===== src/rtl/srfc_pkg.sv =====
`timescale 1ns / 1ps
package srfc_pkg;

   // Store geometry
   localparam int WARPS       = 8;
   localparam int LANES       = 4;
   localparam int REGS        = 8;
   localparam int DATA_WIDTH  = 32;

   // Item layout
   localparam int FIELD_LANES = 4;
   localparam int OPS         = 3;
   localparam int OP_W        = 32;
   localparam int FIELD_IDX_W = 3;
   localparam int MASK_W      = 4;
   localparam int CLONE_W     = 4;
   localparam int MODE_W      = 2;

   localparam int OFS_WARP    = 0;
   localparam int OFS_SRC     = OFS_WARP + FIELD_IDX_W;
   localparam int OFS_DST     = OFS_SRC + OPS * FIELD_IDX_W;
   localparam int OFS_MASK    = OFS_DST + FIELD_IDX_W;
   localparam int OFS_VALUE   = OFS_MASK + MASK_W;
   localparam int OFS_CLONE   = OFS_VALUE + FIELD_LANES * OP_W;
   localparam int REQ_BITS    = OFS_CLONE + CLONE_W;
   localparam int REQ_W       = ((REQ_BITS + 7) / 8) * 8;
   localparam int RSP_W       = OPS * FIELD_LANES * OP_W;

   // Derived widths
   localparam int WARP_IDX_W  = ($clog2(WARPS) > FIELD_IDX_W) ? $clog2(WARPS) : FIELD_IDX_W;
   localparam int REG_IDX_W   = ($clog2(REGS) > FIELD_IDX_W) ? $clog2(REGS) : FIELD_IDX_W;
   localparam int LANE_W      = (LANES > 1) ? $clog2(LANES) : 1;
   localparam int DEPTH       = WARPS * REGS;
   localparam int ADDR_W      = $clog2(DEPTH);
   localparam int STEP_W      = $clog2(REGS + 1);

   typedef enum logic [MODE_W-1:0] {
      MODE_READ  = 2'd0,
      MODE_WRITE = 2'd1,
      MODE_CLONE = 2'd2
   } srfc_mode_type;

   typedef enum logic [1:0] {
      ST_IDLE,
      ST_READ,
      ST_HOLD,
      ST_CLONE
   } srfc_state_type;

   typedef struct packed {
      logic                  en;
      logic [WARP_IDX_W-1:0] warp;
      logic [REG_IDX_W-1:0]  index;
   } srfc_rd_req_type;

   typedef struct packed {
      logic                  en;
      logic [WARP_IDX_W-1:0] warp;
      logic [REG_IDX_W-1:0]  index;
      logic [DATA_WIDTH-1:0] data;
   } srfc_wr_req_type;

   // Flat entry address of one register of one warp within a lane
   function automatic logic [ADDR_W-1:0] srfc_addr(logic [WARP_IDX_W-1:0] warp,
                                                   logic [REG_IDX_W-1:0] index);
      return ADDR_W'(int'(warp) * REGS + int'(index));
   endfunction

   function automatic logic srfc_in_range(logic [WARP_IDX_W-1:0] warp,
                                          logic [REG_IDX_W-1:0] index);
      return (int'(warp) < WARPS) && (int'(index) < REGS);
   endfunction

   // Contents of an entry that was never written
   function automatic logic [DATA_WIDTH-1:0] srfc_reset_value(logic [LANE_W-1:0] lane,
                                                              logic [WARP_IDX_W-1:0] warp,
                                                              logic [REG_IDX_W-1:0] index);
      logic [DATA_WIDTH-1:0] value;
      value = '0;
      if (index == REG_IDX_W'(0)) begin
         value = DATA_WIDTH'(lane);
      end else if (index == REG_IDX_W'(1)) begin
         value = DATA_WIDTH'(warp);
      end
      return value;
   endfunction

endpackage


===== src/rtl/srfc_ram.sv =====
`timescale 1ns / 1ps
module srfc_ram #(
   parameter int WIDTH = 32,
   parameter int DEPTH = 64,
   localparam int AW = (DEPTH > 1) ? $clog2(DEPTH) : 1
) (
   input  logic             clock,
   input  logic             wr_en,
   input  logic [AW-1:0]    wr_addr,
   input  logic [WIDTH-1:0] wr_data,
   input  logic             rd_en,
   input  logic [AW-1:0]    rd_addr,
   output logic [WIDTH-1:0] rd_data
);

   logic [WIDTH-1:0] mem_ff [DEPTH];
   logic [WIDTH-1:0] rd_data_ff;

   // Write one word, read one word with registered output
   always_ff @(posedge clock) begin
      if (wr_en) begin
         mem_ff[wr_addr] <= wr_data;
      end
      if (rd_en) begin
         rd_data_ff <= mem_ff[rd_addr];
      end
   end

   assign rd_data = rd_data_ff;

endmodule


===== src/rtl/srfc_lane.sv =====
`timescale 1ns / 1ps
module srfc_lane
   import srfc_pkg::*;
(
   input  logic                  clock,
   input  logic                  reset,
   input  logic [LANE_W-1:0]     lane_id,
   input  srfc_rd_req_type       rd_req,
   input  srfc_wr_req_type       wr_req,
   output logic [DATA_WIDTH-1:0] rd_data
);

   logic [DEPTH-1:0]      valid_ff;
   logic [DEPTH-1:0]      valid_in;
   logic                  rd_zero_ff;
   logic                  rd_valid_ff;
   logic [DATA_WIDTH-1:0] rd_dflt_ff;
   logic [DATA_WIDTH-1:0] ram_q;
   logic [ADDR_W-1:0]     rd_addr;
   logic [ADDR_W-1:0]     wr_addr;
   logic                  wr_ok;

   assign rd_addr = srfc_addr(rd_req.warp, rd_req.index);
   assign wr_addr = srfc_addr(wr_req.warp, wr_req.index);
   assign wr_ok   = wr_req.en && srfc_in_range(wr_req.warp, wr_req.index);

   // Mark written entries; unmarked ones read as their reset value
   always_comb begin
      valid_in = valid_ff;
      if (wr_ok) begin
         valid_in[wr_addr] = 1'b1;
      end
   end

   always_ff @(posedge clock) begin
      if (reset) begin
         valid_ff <= '0;
      end else begin
         valid_ff <= valid_in;
      end
   end

   // Track how to resolve the word that the RAM returns next cycle
   always_ff @(posedge clock) begin
      if (rd_req.en) begin
         rd_zero_ff  <= !srfc_in_range(rd_req.warp, rd_req.index);
         rd_valid_ff <= valid_ff[rd_addr];
         rd_dflt_ff  <= srfc_reset_value(lane_id, rd_req.warp, rd_req.index);
      end
   end

   srfc_ram #(
      .WIDTH (DATA_WIDTH),
      .DEPTH (DEPTH)
   ) u_ram (
      .clock   (clock),
      .wr_en   (wr_ok),
      .wr_addr (wr_addr),
      .wr_data (wr_req.data),
      .rd_en   (rd_req.en),
      .rd_addr (rd_addr),
      .rd_data (ram_q)
   );

   assign rd_data = rd_zero_ff  ? '0 :
                    rd_valid_ff ? ram_q : rd_dflt_ff;

endmodule


===== config.mk =====
export PLATFORM = sky130hd
export DESIGN_NAME = srfc_lane
export DESIGN_NICKNAME = d
export VERILOG_FILES = /design/src/rtl/srfc_pkg.sv /design/src/rtl/srfc_ram.sv /design/src/rtl/srfc_lane.sv
export SDC_FILE = /design/constraint.sdc
export NUM_CORES = 2
export LEC_CHECK = 0
export BUFFER_PORTS_ARGS = -buffer_cell sky130_fd_sc_hd__buf_2
export CORE_MARGIN = 4
export CORE_UTILIZATION = 53
export DETAILED_ROUTE_END_ITERATION = 8
export HOLD_SLACK_MARGIN = 0.06
export PLACE_DENSITY = 0.74
export SYNTH_ARGS = -nofsm -noshare
export SYNTH_HDL_FRONTEND = slang
export SYNTH_SLANG_ARGS = --single-unit
export TNS_END_PERCENT = 20

===== constraint.sdc =====
create_clock -name clock -period 5.1 [get_ports clock]
set_input_delay 0.51 -clock clock [delete_from_list [all_inputs] [get_ports clock]]
set_output_delay 0.51 -clock clock [all_outputs]
set_load 0.03 [all_outputs]

# [Word level (Yosys, flattened, before mapping)]
# Memory sizes are Yosys's and may differ from the RTL's. A register that Yosys moved wholly into a read port is not among the register bits.
# Index checks and enable logic that the tools add are counted.
[word_totals] ram_bits=2048 out_inout_bits=32 wordCells=26 latch_bits=0 romBits=0 input_bits=50 n_memories=1 ff_bits=97
[op_classes] div_mod_pow=0 eq_ne=1 shifts=0 multipliers=0 order_cmp=3 n_reduce_logical=3 n_mux=9 n_bitwise=2 addsub=2
[mem_list] name="u_ram.mem_ff" words=64 width=32 read_ports=1 rd_clocked_by_memory_dff=1 wr=1 line_no="srfc_ram.sv:16" rtl="logic [WIDTH-1:0] mem_ff [DEPTH];"
[op_table] cell="OR 64 bit" count=1
[op_table] cell="2-to-1 mux 32 bit" count=1
[op_table] cell="less-than comparator 6 x 7 -> 1 bit (second input constant)" count=2
[op_table] cell="adder 6 x 3 -> 6 bit" count=2
[op_table] cell="binary-select mux 1 bit (select 6 bit)" count=1
[op_table] cell="demux 1 bit (select 6 bit)" count=1
[op_table] cell="greater-or-equal comparator 6 x 1 -> 1 bit (second input constant)" count=1
[op_table] cell="2-to-1 mux 1 bit" count=4
[op_table] cell="2-to-1 mux 2 bit" count=2
[op_table] cell="equality test 3 x 1 -> 1 bit (second input constant)" count=1
[op_table] cell="logical NOT 3 bit" count=1
[op_table] cell="OR reduction 2 bit" count=1
[op_table] cell="logical AND 1 bit" count=1
[op_table] cell="inverter 1 bit" count=1

# [Logic depth before layout (Yosys ltp)]
[depth] ltp_word=6 mapped_depth=10 depth_no_buf=5

# [Hierarchy]
# A second synthesis with hierarchy kept.
[hier_totals] hier_cells=3670 area_unflattened_um2=81938.6
[modules_own_cells] module="srfc_ram" cells_each=3324 instances=1 seq_area_each_um2=62459.9 area_each_um2=78835.6
[modules_own_cells] module="srfc_lane" cells_each=346 instances=1 seq_area_each_um2=1401.3 area_each_um2=3103.0

# [Least setup slack after synthesis]
# OpenSTA, ideal clock, no wires.
[synth_timing] path_type="input to register" from="in wr_req[36] in the netlist's numbering" to="mem u_ram.mem_ff[48][0], enable pin" t_arrival_ns=3.262 setup_slack_ns=1.374 path_stages=4 cell_sequence="clkbuf_1 > and3b_1 > nand2_1 > nor3_1"
[synth_between] elab_chain_len=1
[synth_lines] element="from (decl)" line_no="srfc_lane.sv:9" rtl="input srfc_wr_req_type wr_req,"
[synth_lines] element="adder 6 x 3 -> 6 bit" line_no="srfc_pkg.sv:66" rtl="return ADDR_W'(int'(warp) * REGS + int'(index));"
[synth_lines] element="to (decl)" line_no="srfc_ram.sv:16"
# No other way between the ends.

# [Worst setup path in the final report]
[layout_timing] from="reg rd_valid_ff" to="out rd_data[3]"
[layout_between] elab_chain_len=1
[layout_lines] element="from (decl)" line_no="srfc_lane.sv:16" rtl="logic rd_valid_ff;"
[layout_lines] element="from (signal assigned)" line_no="srfc_lane.sv:47" rtl="rd_valid_ff <= valid_ff[rd_addr];"
[layout_lines] element="2-to-1 mux 32 bit" line_no="srfc_lane.sv:66" rtl="rd_valid_ff ? ram_q : rd_dflt_ff;"
[layout_lines] element="to (decl)" line_no="srfc_lane.sv:10" rtl="output logic [DATA_WIDTH-1:0] rd_data"
# No other way between the ends.

==> impl_metrics.tcl <==
set metrics [dict create \
    final_common_cell "edfxtp_1" \
    io_pins 82 \
    gp_routability_congestion 0.845 \
    maxCapViolations 0 \
    synth_top_area_frac 0.763 \
    synth.avg_cell_area_sq_um 22.4 \
    synth_ff_type "edfxtp_1" \
    synth_cell_types 44 \
    critPathKind "flip-flop to output pin" \
    fmax_mhz 305 \
    relSlewSlack 0.0849 \
    rsz0062_at_grt "no" \
    syn_nets 3713 \
    grt_util_met2 0.407 \
    synth_compound_area_frac 0.0192 \
    io_buffer_count 81 \
    synth_xor_area_frac 0 \
    synth_seq_cells 2148 \
    cts-root-buf "clkbuf_16" \
    final_cell_mix "edfxtp_1, mux4_2, clkbuf_16, nor2_1, buf_4" \
    synthToLayoutAreaGrowth_pct 12.7 \
    critPathLaunchType "flip-flop" \
    synth_adder_area_share 0 \
    nets 3964 \
    clock_path_buffers 3 \
    async_flop_share 0 \
    die_w_um 401 \
    final_area_sq_mm 0.0924 \
    synth_edf_count 2084 \
    postCtsHoldBufs 2 \
    cts.sinks 2148 \
    syn_inst 3663 \
    p_per_area_mw_per_mm2 393 \
    hold_violations 0 \
    track_usage 0.266 \
    p_leak_nw 29.2 \
    status "finished, final reports clean" \
    crit_fanout 24 \
    dp_hpwl_mm 119 \
    synth.area.mux_share 0.168 \
    dr.pass1.iters 8 \
    grt_overflow 0 \
    yosys.area.top_type "edfxtp_1" \
    drtAntennaViolNets 0 \
    routed_wl_mm 214 \
    end_kind "output pin" \
    intPower_mw 28.8 \
    rows 144 \
    synth-simple-area-share 0.0205 \
    die-area_sq_mm 0.161 \
    initial_core_util 0.533 \
    placedInstanceArea_sq_mm 0.0858 \
    slew_viol_final 0 \
    setup_viol 0 \
    vias 40784 \
    synth_area_sq_mm 0.0820 \
    drt_iter0_markers 6123 \
    min_path_type "input port to flip-flop" \
    synthTopCellsByArea "edfxtp_1, mux4_2, mux2i_1, dfxtp_1, nor2_1" \
    combPwrFrac 0.050 \
    grt-busiest-layer "met2" \
    core_sq_mm 0.154 \
    drc_errors 0 \
    grt_max_degree 86 \
    yosys_warnings 0 \
    grt_pass1_wl_mm 304 \
    yosysSeqAreaShare 0.778 \
    via_per_inst 6.64 \
    cts_resized 0 \
    cp.arrival_ns 2.76 \
    ir_drop_uv 366 \
    fin_skew_ns 0.0247 \
    postCtsSetupBuffers 0 \
    fin_tns_setup_ns 0 \
    grt_pass1_vias 40615 \
    wl_per_cell_um 34.9 \
    tritoncts "done" \
    netSwitchingPower_mw 7.59 \
    synth_top_family_by_area "multiplexers" \
    critPathRequiredTime_ns 4.59 \
    fin_crit_ns 3.27 \
    tightest_slew_ns 1.37 \
    drive_above_1_share 0.284 \
    rrSetupSlack_ns 2.31 \
    antenna_found_initial 9 \
    use_met1 0.368 \
    fin_crit_sh 0.642 \
    clkLatencyLatePin_ns 0.83 \
    p_sw_frac 0.209 \
    htreeDepth 4 \
    cts_buffers 203 \
    path_clk_slew_ns 0.06 \
    clockPowerShare 0.411 \
    gr-usage-met3 0.0680 \
    seqPwrFrac 0.538 \
    dieHeight_um 401 \
]
## power by group through the flow
stage | clock network [mW] | registers (mW) | logic [mW]
final | 15.0 | 19.6 | 1.83
after global routing | 15.9 | 19.6 | 1.91
after CTS | 15.1 | 19.6 | 1.82
after detailed placement | 0 | 20.0 | 1.81
after global placement | 0 | 19.9 | 1.77
after floorplan | 0 | 19.9 | 1.03
## synth_stat cells, types with 2 or more instances
cell type,number
edfxtp_1,2084
mux4_2,545
nor2_1,222
mux2i_1,134
nand2_1,74
clkbuf_1,68
dfxtp_1,64
buf_2,58
a22oi_1,43
and2_1,38
o22ai_1,38
a21oi_1,32
buf_4,25
o21ai_1,24
buf_6,23
buf_1,22
a221oi_1,20
mux2_2,18
o21ai_0,14
nor2b_1,11
o221ai_1,11
nand2b_1,10
nand3_1,10
a22o_1,9
nor3_1,9
a311oi_1,8
o211ai_1,7
a31oi_1,6
a32o_1,5
inv_1,5
a2111oi_0,3
a221o_1,3
and3b_1,3
o31ai_1,3
nand3b_1,2
nor3b_1,2
or2_2,2
or3b_2,2
## final timing paths
kind / startpoint / endpoint / cells past startpoint
worst max register to register: u_ram.mem_ff[53][27] / u_ram.rd_data[27] / 6
worst min-delay path: wr_req[32] / valid_ff[40] / 4
worst max-delay path: rd_valid_ff / rd_data[3] / 3
worst min register to register: valid_ff[55] / valid_ff[55] / 2
## registers in the layout, indices dropped and copies added, names as in the netlist
register	flops
rd_dflt_ff	3
rd_valid_ff	1
u_ram.mem_ff	2048
u_ram.rd_data	32
valid_ff	64
## cell families (layout without fill, tap and decap cells)
group / count (synthesis) / in the layout
buffers and inverters: 201 / 623
AND/OR/NAND/NOR: 388 / 388
flip-flops: 2148 / 2148
multiplexers: 697 / 697
AO/OA/AOI/OAI: 229 / 229
other: 0 / 9
## per-layer routing
metal	vias up	wire length (um)
li1	15942	-
met1	21569	77700
met2	2810	101000
met3	459	24900
met4	4	10800
met5	-	29
## cell type report
class	instances	area, sq um
clock buffers	273	5500
inverters	5	18.8
flip-flops and latches	2148	63900
repair buffers	242	1830
multi-input cells	1314	17600
diodes	9	22.5
clock inverters	103	1090
fillers	10358	61400
well taps	2044	2560
## worst max-delay path, stage by stage, from the launching register on
cell and delay (ns):
edfxtp_1 0.79, buf_4 0.54, and2_1 0.35, buf_2 0.25
## stage by stage
step	power [mW]	hold slack, ns	setup WS (ns)	instances	utilization
floorplan	20.9	0.431	1.37	3663	-
global placement	21.7	0.442	0.105	5750	0.558
detailed placement	21.8	0.456	1.06	5751	0.558
CTS	36.5	0.240	1.82	6129	0.601
global route	37.4	0.329	1.76	6134	0.601
finish	36.4	0.311	1.83	6138	0.601
No activity file was read; power rests on OpenSTA's default activity.
